[src/rtl/erm_pkg.sv]
`timescale 1ns / 1ps
// ----------------------------------------------------------------------------
// erm_pkg
// Shared widths, codes and types of the echo ranging minimum tracker.
// ----------------------------------------------------------------------------
package erm_pkg;

  localparam int NUM_SENSORS = 4;    // 1 .. 4
  localparam int ECHO_W      = 4;
  localparam int BTN_W       = 4;
  localparam int IDX_W       = 2;
  localparam int PULSE_W     = 16;
  localparam int DIST_W      = 24;
  localparam int PROD_W      = 26;   // pulse count times scale
  localparam int TARGET_W    = 16;
  localparam int DEB_W       = 8;
  localparam int SCALE_W     = 10;
  localparam int WIN_W       = 10;
  localparam int CFG_W       = 10;
  localparam int CFG_ADDR_W  = 2;
  localparam int S_TDATA_W   = 16;
  localparam int M_TDATA_W   = 48;

  localparam logic [DEB_W-1:0]    THRESHOLD_RST = 8'd20;
  localparam logic [SCALE_W-1:0]  SCALE_RST     = 10'd165;
  localparam logic [WIN_W-1:0]    WINDOW_RST    = 10'd50;
  localparam logic [TARGET_W-1:0] TARGET_RST    = 16'd20;

  localparam logic [TARGET_W-1:0] TARGET_STEP_BIG   = 16'd200;
  localparam logic [TARGET_W-1:0] TARGET_STEP_SMALL = 16'd10;
  localparam logic [TARGET_W-1:0] TARGET_KNEE       = 16'd200;

  // button positions in buttons_pressed
  localparam int BTN_MODE = 0;
  localparam int BTN_UP   = 1;
  localparam int BTN_DOWN = 2;
  localparam int BTN_ZERO = 3;

  typedef enum logic {
    OP_TICK  = 1'b0,
    OP_START = 1'b1
  } op_e;

  typedef enum logic [CFG_ADDR_W-1:0] {
    REG_THRESHOLD = 2'd0,
    REG_SCALE     = 2'd1,
    REG_WINDOW    = 2'd2
  } reg_e;

  // per-lane control for one item
  typedef struct packed {
    logic tick;
    logic echo;
    logic clear;
    logic arm;
  } lane_ctrl_t;

  // result item, packed so that the last field lands in the lowest bits
  typedef struct packed {
    logic [ECHO_W-1:0]   sensors_armed;
    logic                start_accepted;
    logic                near_flag;
    logic [DIST_W-1:0]   min_distance_tenths;
    logic                distance_valid;
    logic [TARGET_W-1:0] target_cm;
    logic                config_mode;
  } res_t;

endpackage

[src/rtl/echo_ranging_min_tracker.sv]
`timescale 1ns / 1ps
// ----------------------------------------------------------------------------
// echo_ranging_min_tracker
// Multi-sensor echo ranging with running minimum distance, debounced buttons
// and a near-window flag.
//
//   channel   dir  handshake              payload
//   s_axis    in   tvalid/tready          tuser: op; tdata: echo, buttons, index
//   m_axis    out  tvalid/tready          tdata: one result item
//   cfg       in   cfg_we_i (no stall)    cfg_addr_i, cfg_wdata_i
//
// One item per cycle while s_axis_tready is high. An accepted item updates lane,
// minimum and button state at its edge; once the output register is free, the
// near flag is computed from that state and loaded with the rest of the result.
// s_axis_tready drops only while a processed item waits for a full, stalled
// output register. Reset is asynchronous, active low, and resets all state but
// the output data register; config registers go to their default values.
// ----------------------------------------------------------------------------
module echo_ranging_min_tracker
  import erm_pkg::*;
(
  input  logic                  clk_i,
  input  logic                  rst_ni,
  input  logic                  s_axis_tvalid,
  output logic                  s_axis_tready,
  // [3:0] echo_levels, [7:4] buttons_pressed, [9:8] sensor_index, rest zero
  input  logic [S_TDATA_W-1:0]  s_axis_tdata,
  // [0] op
  input  logic                  s_axis_tuser,
  output logic                  m_axis_tvalid,
  input  logic                  m_axis_tready,
  // [0] config_mode, [16:1] target_cm, [17] distance_valid,
  // [41:18] min_distance_tenths, [42] near_flag, [43] start_accepted,
  // [47:44] sensors_armed
  output logic [M_TDATA_W-1:0]  m_axis_tdata,
  input  logic                  cfg_we_i,
  input  logic [CFG_ADDR_W-1:0] cfg_addr_i,
  input  logic [CFG_W-1:0]      cfg_wdata_i
);

  // configuration registers
  logic [DEB_W-1:0]   thr_q;
  logic [SCALE_W-1:0] scale_q;
  logic [WIN_W-1:0]   win_q;

  always_ff @(posedge clk_i or negedge rst_ni) begin
    if (!rst_ni) begin
      thr_q   <= THRESHOLD_RST;
      scale_q <= SCALE_RST;
      win_q   <= WINDOW_RST;
    end else if (cfg_we_i) begin
      unique case (cfg_addr_i)
        REG_THRESHOLD: thr_q   <= cfg_wdata_i[DEB_W-1:0];
        REG_SCALE:     scale_q <= cfg_wdata_i[SCALE_W-1:0];
        REG_WINDOW:    win_q   <= cfg_wdata_i[WIN_W-1:0];
        default:       ;
      endcase
    end
  end

  // input decode
  logic              in_acc;
  op_e               op;
  logic [ECHO_W-1:0] echo;
  logic [BTN_W-1:0]  buttons;
  logic [IDX_W-1:0]  sensor_idx;
  logic              tick;
  logic              start_ok;

  assign in_acc     = s_axis_tvalid && s_axis_tready;
  assign op         = op_e'(s_axis_tuser);
  assign echo       = s_axis_tdata[ECHO_W-1:0];
  assign buttons    = s_axis_tdata[ECHO_W +: BTN_W];
  assign sensor_idx = s_axis_tdata[ECHO_W+BTN_W +: IDX_W];
  assign tick       = in_acc && (op == OP_TICK);

  // sensor lanes
  logic [NUM_SENSORS-1:0] sel;
  logic [NUM_SENSORS-1:0] armed_vec;
  logic [NUM_SENSORS-1:0] fin_vec;
  logic [DIST_W-1:0]      lane_dist [NUM_SENSORS];
  lane_ctrl_t             lane_ctrl [NUM_SENSORS];

  // an index beyond the sensors matches no lane and is ignored
  always_comb begin
    for (int i = 0; i < NUM_SENSORS; i++) begin
      sel[i] = (32'(sensor_idx) == i);
    end
  end

  assign start_ok = in_acc && (op == OP_START) && (sel != '0) && ((sel & armed_vec) == '0);

  for (genvar g = 0; g < NUM_SENSORS; g++) begin : g_lane
    logic echo_bit;
    if (g < ECHO_W) begin : g_echo
      assign echo_bit = echo[g];
    end else begin : g_no_echo
      assign echo_bit = 1'b0;
    end

    assign lane_ctrl[g] = '{tick: tick, echo: echo_bit, clear: start_ok, arm: sel[g]};

    erm_lane u_lane (
      .clk_i    (clk_i),
      .rst_ni   (rst_ni),
      .ctrl_i   (lane_ctrl[g]),
      .scale_i  (scale_q),
      .armed_o  (armed_vec[g]),
      .finish_o (fin_vec[g]),
      .dist_o   (lane_dist[g])
    );
  end

  logic [DIST_W-1:0] min_dist;
  logic              have_dist;

  erm_merge u_merge (
    .clk_i    (clk_i),
    .rst_ni   (rst_ni),
    .finish_i (fin_vec),
    .dist_i   (lane_dist),
    .min_o    (min_dist),
    .have_o   (have_dist)
  );

  logic                mode;
  logic [TARGET_W-1:0] target;

  erm_btn u_btn (
    .clk_i       (clk_i),
    .rst_ni      (rst_ni),
    .tick_i      (tick),
    .buttons_i   (buttons),
    .threshold_i (thr_q),
    .mode_o      (mode),
    .target_o    (target)
  );

  // result stage: state registers hold the item until it is captured
  localparam int NEAR_W = DIST_W + 2;

  logic                     pend_q;
  logic                     acc_flag_q;
  logic                     out_valid_q;
  res_t                     res_q;
  res_t                     res_d;
  logic                     cap;
  logic signed [NEAR_W-1:0] d_s;
  logic signed [NEAR_W-1:0] t10_s;
  logic signed [NEAR_W-1:0] lo_s;
  logic [ECHO_W-1:0]        armed_out;

  assign cap           = pend_q && (!out_valid_q || m_axis_tready);
  assign s_axis_tready = !pend_q || cap;

  always_comb begin
    armed_out = '0;
    for (int i = 0; i < NUM_SENSORS && i < ECHO_W; i++) begin
      armed_out[i] = armed_vec[i];
    end
  end

  // no distance yet counts as -1 cm
  assign d_s   = have_dist ? $signed({2'b00, min_dist}) : -NEAR_W'(signed'(10));
  assign t10_s = $signed(NEAR_W'({target, 3'b000}) + NEAR_W'({target, 1'b0}));
  assign lo_s  = t10_s - $signed(NEAR_W'(win_q));

  always_comb begin
    res_d.sensors_armed       = armed_out;
    res_d.start_accepted      = acc_flag_q;
    res_d.near_flag           = (d_s <= t10_s) && (d_s > lo_s);
    res_d.min_distance_tenths = min_dist;
    res_d.distance_valid      = have_dist;
    res_d.target_cm           = target;
    res_d.config_mode         = mode;
  end

  always_ff @(posedge clk_i or negedge rst_ni) begin
    if (!rst_ni) begin
      pend_q      <= 1'b0;
      acc_flag_q  <= 1'b0;
      out_valid_q <= 1'b0;
    end else begin
      if (in_acc) begin
        pend_q     <= 1'b1;
        acc_flag_q <= start_ok;
      end else if (cap) begin
        pend_q <= 1'b0;
      end
      if (cap) begin
        out_valid_q <= 1'b1;
      end else if (m_axis_tready) begin
        out_valid_q <= 1'b0;
      end
    end
  end

  always_ff @(posedge clk_i) begin
    if (cap) begin
      res_q <= res_d;
    end
  end

  assign m_axis_tvalid = out_valid_q;
  assign m_axis_tdata  = res_q;

  // checks
  a_no_overwrite: assert property (@(posedge clk_i) disable iff (!rst_ni)
    (pend_q && !cap) |-> !s_axis_tready)
    else $error("item accepted while previous state not captured");

  a_finish_disarms: assert property (@(posedge clk_i) disable iff (!rst_ni)
    (fin_vec != '0) |=> ((armed_vec & $past(fin_vec)) == '0))
    else $error("finished lane still armed");

  a_have_sticky: assert property (@(posedge clk_i) disable iff (!rst_ni)
    have_dist |=> have_dist)
    else $error("distance valid dropped");

  a_start_arms: assert property (@(posedge clk_i) disable iff (!rst_ni)
    start_ok |=> ((armed_vec & $past(sel)) == $past(sel)))
    else $error("accepted start did not arm its sensor");

endmodule

[src/rtl/erm_lane.sv]
`timescale 1ns / 1ps
// ----------------------------------------------------------------------------
// erm_lane
// One sensor lane: armed flag, saturating echo-high counter, and the scaled
// distance of the current count.
// ----------------------------------------------------------------------------
module erm_lane
  import erm_pkg::*;
(
  input  logic               clk_i,
  input  logic               rst_ni,
  input  lane_ctrl_t         ctrl_i,
  input  logic [SCALE_W-1:0] scale_i,
  output logic               armed_o,
  output logic               finish_o,
  output logic [DIST_W-1:0]  dist_o
);

  logic               armed_q, armed_d;
  logic [PULSE_W-1:0] count_q, count_d;
  logic [PROD_W-1:0]  prod;

  assign finish_o = ctrl_i.tick && armed_q && !ctrl_i.echo && (count_q != '0);

  always_comb begin
    armed_d = armed_q;
    count_d = count_q;
    if (ctrl_i.clear) begin
      count_d = '0;
      if (ctrl_i.arm) begin
        armed_d = 1'b1;
      end
    end else if (ctrl_i.tick && armed_q) begin
      if (ctrl_i.echo) begin
        if (count_q != '1) begin
          count_d = count_q + 1'b1;
        end
      end else if (count_q != '0) begin
        armed_d = 1'b0;
      end
    end
  end

  always_ff @(posedge clk_i or negedge rst_ni) begin
    if (!rst_ni) begin
      armed_q <= 1'b0;
      count_q <= '0;
    end else begin
      armed_q <= armed_d;
      count_q <= count_d;
    end
  end

  // 16 x 10 product, clipped to the distance width
  assign prod    = PROD_W'(count_q) * PROD_W'(scale_i);
  assign dist_o  = (prod[PROD_W-1:DIST_W] != '0) ? '1 : prod[DIST_W-1:0];
  assign armed_o = armed_q;

endmodule

[src/rtl/erm_merge.sv]
`timescale 1ns / 1ps
// ----------------------------------------------------------------------------
// erm_merge
// Folds the distances of the lanes that finished this item into the running
// minimum.
// ----------------------------------------------------------------------------
module erm_merge
  import erm_pkg::*;
(
  input  logic                   clk_i,
  input  logic                   rst_ni,
  input  logic [NUM_SENSORS-1:0] finish_i,
  input  logic [DIST_W-1:0]      dist_i [NUM_SENSORS],
  output logic [DIST_W-1:0]      min_o,
  output logic                   have_o
);

  logic [DIST_W-1:0] min_q, min_d;
  logic              have_q, have_d;

  always_comb begin
    // with no distance yet, all ones loses to (or ties with) any candidate
    min_d  = have_q ? min_q : '1;
    have_d = have_q;
    for (int i = 0; i < NUM_SENSORS; i++) begin
      if (finish_i[i]) begin
        have_d = 1'b1;
        if (dist_i[i] < min_d) begin
          min_d = dist_i[i];
        end
      end
    end
    if (!have_d) begin
      min_d = min_q;
    end
  end

  always_ff @(posedge clk_i or negedge rst_ni) begin
    if (!rst_ni) begin
      min_q  <= '0;
      have_q <= 1'b0;
    end else begin
      min_q  <= min_d;
      have_q <= have_d;
    end
  end

  assign min_o  = min_q;
  assign have_o = have_q;

endmodule

[src/rtl/erm_btn.sv]
`timescale 1ns / 1ps
// ----------------------------------------------------------------------------
// erm_btn
// Button debounce counters, measure/config mode and target distance.
// ----------------------------------------------------------------------------
module erm_btn
  import erm_pkg::*;
(
  input  logic                clk_i,
  input  logic                rst_ni,
  input  logic                tick_i,
  input  logic [BTN_W-1:0]    buttons_i,
  input  logic [DEB_W-1:0]    threshold_i,
  output logic                mode_o,
  output logic [TARGET_W-1:0] target_o
);

  logic [DEB_W-1:0]    deb_q [BTN_W];
  logic [DEB_W-1:0]    deb_d [BTN_W];
  logic [DEB_W-1:0]    deb_step [BTN_W];
  logic [BTN_W-1:0]    qual;
  logic                mode_q, mode_d;
  logic [TARGET_W-1:0] target_q, target_d;
  logic [TARGET_W:0]   raised;

  always_comb begin
    for (int b = 0; b < BTN_W; b++) begin
      if (buttons_i[b]) begin
        deb_step[b] = (deb_q[b] != '1) ? deb_q[b] + 1'b1 : deb_q[b];
      end else begin
        deb_step[b] = (deb_q[b] != '0) ? deb_q[b] - 1'b1 : deb_q[b];
      end
      qual[b] = (deb_step[b] >= threshold_i);
    end
  end

  always_comb begin
    for (int b = 0; b < BTN_W; b++) begin
      deb_d[b] = deb_q[b];
    end
    mode_d   = mode_q;
    target_d = target_q;
    raised   = '0;
    if (tick_i) begin
      deb_d[BTN_MODE] = deb_step[BTN_MODE];
      mode_d          = mode_q ^ qual[BTN_MODE];
      // the other buttons only move while in config mode
      if (mode_d) begin
        deb_d[BTN_UP]   = deb_step[BTN_UP];
        deb_d[BTN_DOWN] = deb_step[BTN_DOWN];
        deb_d[BTN_ZERO] = deb_step[BTN_ZERO];
        if (qual[BTN_UP]) begin
          raised   = {1'b0, target_d} + {1'b0, (target_d >= TARGET_KNEE) ?
                                         TARGET_STEP_SMALL : TARGET_STEP_BIG};
          target_d = raised[TARGET_W] ? '1 : raised[TARGET_W-1:0];
        end
        if (qual[BTN_DOWN] && (target_d >= TARGET_STEP_SMALL)) begin
          target_d = target_d - TARGET_STEP_SMALL;
        end
        if (qual[BTN_ZERO]) begin
          target_d = '0;
        end
      end
    end
  end

  always_ff @(posedge clk_i or negedge rst_ni) begin
    if (!rst_ni) begin
      for (int b = 0; b < BTN_W; b++) begin
        deb_q[b] <= '0;
      end
      mode_q   <= 1'b0;
      target_q <= TARGET_RST;
    end else begin
      for (int b = 0; b < BTN_W; b++) begin
        deb_q[b] <= deb_d[b];
      end
      mode_q   <= mode_d;
      target_q <= target_d;
    end
  end

  assign mode_o   = mode_q;
  assign target_o = target_q;

endmodule
[config.mk]
export PLATFORM = sky130hd
export DESIGN_NAME = echo_ranging_min_tracker
export DESIGN_NICKNAME = d
export VERILOG_FILES = /design/src/rtl/erm_pkg.sv /design/src/rtl/echo_ranging_min_tracker.sv /design/src/rtl/erm_lane.sv /design/src/rtl/erm_merge.sv /design/src/rtl/erm_btn.sv
export SDC_FILE = /design/constraint.sdc
export NUM_CORES = 2
export LEC_CHECK = 0
export BUFFER_PORTS_ARGS = -buffer_cell sky130_fd_sc_hd__buf_2
export CORE_MARGIN = 2
export CORE_UTILIZATION = 50
export DETAILED_ROUTE_END_ITERATION = 12
export PLACE_DENSITY = 0.63
export SKIP_CTS_REPAIR_TIMING = 1
export SLEW_MARGIN = 40
export SYNTH_ARGS = -nofsm -noshare
export SYNTH_HDL_FRONTEND = slang
export SYNTH_HIERARCHICAL = 1
export SYNTH_SLANG_ARGS = --single-unit
[constraint.sdc]
create_clock -name clk_i -period 32.6 [get_ports clk_i]
set_clock_uncertainty 0.1 [all_clocks]
set_input_delay 4.89 -clock clk_i [delete_from_list [all_inputs] [get_ports clk_i]]
set_output_delay 4.89 -clock clk_i [all_outputs]
set_load 0.01 [all_outputs]
==> key figures <==
Final layout
  • Post-layout nets: 5530
  • Layout Area Growth over Synthesis: 5.105%
  • Post-Layout Cell Count: 5691
  • End-of-flow core utilization: 0.5283
  • FILL cells: 7648
  • Share of cells above drive strength 1: 0.07779
  • Design Area, Final: 0.04235 sq mm

Synth
  • Post-synthesis sequential area ratio: 0.1436
  • Post-synth top area cell: fa_1
  • Syn Inst Count: 4691
  • Synth warnings: 6
  • Post-synth EDFFs: 48
  • Mapped cell area: 0.04029 sq mm
  • Top_reg_cell synth: dfrtp_1
  • Mean Syn Cell Area: 8.590 sq um
  • Yosys top cell area share: 0.2196
  • Syn_nets: 5616
  • Ys async rst share: 0.7828
  • Top cells by count, synth: inv_1 (635), nand2_1 (536), ha_1 (449)
  • Unique masters post-synth: 114
  • Synth area leaders: fa_1 (22%), ha_1 (14%), dfrtp_1 (10%), inv_1 (5.9%), and2_1 (5.4%)
  • Most common cell in the synthesized netlist: inv_1
  • FF+latch count, synth: 221

Floorplanning
  • Die ar.: 0.08287 sq mm
  • Core area: 0.08016 sq mm
  • Starting density of the core: 0.5027
  • Count of standard-cell rows: 104
  • Chip Width: 287.9 um
  • Chip height: 287.9 um
  • Io pins: 84

Routing
  • DR DRC count: 0
  • Starting DRT DRC Count: 2209
  • Wire per inst: 18.82 um
  • Vias per cell: 5.677
  • ANT nets after route: 0
  • DRT Pass-1 Iters: 5
  • Via count: 32310
  • Final WL: 107.1 mm

Power
  • Leakage power: 21.46 nW
  • Worst vdd ir: 0.04280 mV
  • Total power: 2.600 mW
  • Power density over the cells: 61.39 mW/mm^2

Clock tree
  • Clock Pin Slew Worst Setup and Hold Paths: 0.06 ns
  • Clk sinks: 221
  • Clk_lat worst skew: 0.62 ns
  • Clk buf depth: 3
  • CTS root buf: clkbuf_16
  • TritonCTS buffer count: 29
  • CTS H-Tree Depth: 1
  • CTS tree: built

Worst setup path
  • Crit end category: register
  • Worst R2R Setup Slack: 14.42 ns
  • CP max FO: 36
  • FF-to-FF End: u_merge/min_o[21]$_DFFE_PN0P_
  • Setup crit start: scale_q[3]$_DFFE_PN0P_
  • Crit path DAT: 18.56 ns
  • Slowest CP cell: dfrtp_2
  • Critical Path RT: 32.98 ns
  • WS Path Type: reg2reg
  • R2R Path Start: scale_q[3]$_DFFE_PN0P_
  • Most frequent CP cell: a21oi_1
  • Worst Setup EP: u_merge/min_o[21]$_DFFE_PN0P_
  • Worst Setup Start Kind: register
  • Largest stage delay, worst path: 0.84 ns
  • Cells on worst reg2reg path: 71

Placed design
  • GP Congestion: 0.9165
  • Dpl ws: 14.40 ns
  • Placed instance count: 5634
  • Dpl cell area: 0.04133 sq mm
  • Placed wire-length estimate: 82.06 mm
  • IO Port Bufs: 77

Timing
  • Final setup fails: 0
  • Max-slew headroom: 0.4811
  • Period Utilization, post-route: 0.5576
  • Min Tclk post-route: 18.18 ns
  • Final hold viol count: 0
  • Slew at the pin closest to its max-slew limit: 0.7748 ns
  • Post-route setup slack: 14.42 ns
  • RSZ-0062 raised after global routing: no
  • Final TNS setup: 0 ns
  • Hold WS: 0.3489 ns
  • Pins Over Slew Limit: 0
  • Max Fclk: 55.01 MHz

Global routing
  • First-pass GRT wire length: 176.5 mm
  • Initial antenna violation count: 7
  • Largest net degree at the start of global routing: 73
  • Gr usage total: 0.2655
  • Grt ovf: 0
  • Vias in the first global route: 32545

Flow run
  • Max-cap viol count: 0

Outcome
  • Outcome: finished, final reports clean

Worst hold path
  • Min-Delay Path Class: reg2reg
  • Hold depth: 0
-- placed cells by master (no fill, tap or decap), drive strengths merged, types with 25 or more instances in the layout --
master	instances
o211ai	42
ha	449
o22a	25
clkbuf	35
fa	442
and3	34
nor4	25
xnor2	100
a21oi	223
nor2b	40
buf	113
o21ai	165
edfxtp	48
and2	348
mux2	76
inv	643
xor2	103
or3	26
nand2b	65
a211oi	25
nand4	101
nand3	112
a21o	70
nor2	216
nand2	536
nor3	47
dfrtp	162
-- registers in the layout, summed over array words and instances, names as in the netlist --
name	cells
m_axis_tdata	48
u_btn/mode_o	1
u_btn/target_o	16
win_q	10
m_axis_tvalid	1
u_merge/min_o	24
thr_q	8
u_merge/have_o	1
pend_q	1
scale_q	10
u_btn/deb_q	32
g_lane.u_lane/count_q	64
acc_flag_q	1
g_lane.u_lane/armed_o	4
-- worst max-delay path: cells and delay by family, from the launching register on --
| family | cells | cell delay, ns |
|---|---|---|
| multiplexers | 1 | 0.44 |
| adder cells (fa/ha/maj) | 10 | 3.67 |
| AND/OR/NAND/NOR | 21 | 4.47 |
| buffers and inverters | 11 | 2.42 |
| AO/OA/AOI/OAI | 28 | 6.06 |
| flip-flops | 1 | 0.84 |
-- cells by family (layout without fill, tap and decap cells) --
family                   count (synthesis)  count (layout)  synth area share
adder cells (fa/ha/maj)                891             891            0.3590
AO/OA/AOI/OAI                          790             790            0.1381
AND/OR/NAND/NOR                       1634            1634            0.2065
buffers and inverters                  866             803           0.08384
multiplexers                            86              86           0.02403
other                                    0               3                 0
flip-flops                             221             221            0.1436
XOR/XNOR                               203             203           0.04496
-- power by group --
| part | total, mW | internal (mW) | switching, mW | leakage [nW] |
|---|---|---|---|---|
| sequential | 0.531 | 0.363 | 0.167 | 2.66 |
| combinational | 1.74 | 0.705 | 1.03 | 18.3 |
| clock | 0.333 | 0.187 | 0.145 | 0.474 |
| total | 2.60 | 1.26 | 1.34 | 21.5 |
-- layer usage --
metal / global-route usage / part of all wire / up-vias / wire length (um)
li1: - / - / 15488 / -
met1: 0.3804 / 0.47 / 15946 / 50510
met2: 0.4209 / 0.45 / 733 / 47790
met3: 0.03479 / 0.050 / 141 / 5397
met4: 0.07422 / 0.032 / 2 / 3383
met5: 0 / 0.00011 / - / 12
-- cell type report --
type | count | area (sq um) | share of cell area
multi-input combinational | 3604 | 31190 | 0.7365
sequential | 221 | 5797 | 0.1369
inverter | 635 | 2384 | 0.05628
tap | 1060 | 1326 | 0.03132
clock buffer | 34 | 764.5 | 0.01805
timing repair buffer | 114 | 670.6 | 0.01584
clock inverter | 20 | 210.2 | 0.004963
antenna | 3 | 7.507 | 0.0001773
-- worst min path at each step --
stage	start	to	slack (ns)
CTS	acc_flag_q$_DFFE_PN0P_	m_axis_tdata[43]$_DFFE_PP_	0.35
detailed placement	acc_flag_q$_DFFE_PN0P_	m_axis_tdata[43]$_DFFE_PP_	0.34
global route	acc_flag_q$_DFFE_PN0P_	m_axis_tdata[43]$_DFFE_PP_	0.36
finish	acc_flag_q$_DFFE_PN0P_	m_axis_tdata[43]$_DFFE_PP_	0.35
floorplan	acc_flag_q$_DFFE_PN0P_	m_axis_tdata[43]$_DFFE_PP_	0.33
global placement	acc_flag_q$_DFFE_PN0P_	m_axis_tdata[43]$_DFFE_PP_	0.33
Note: power is estimated with default switching activity, not from simulation.
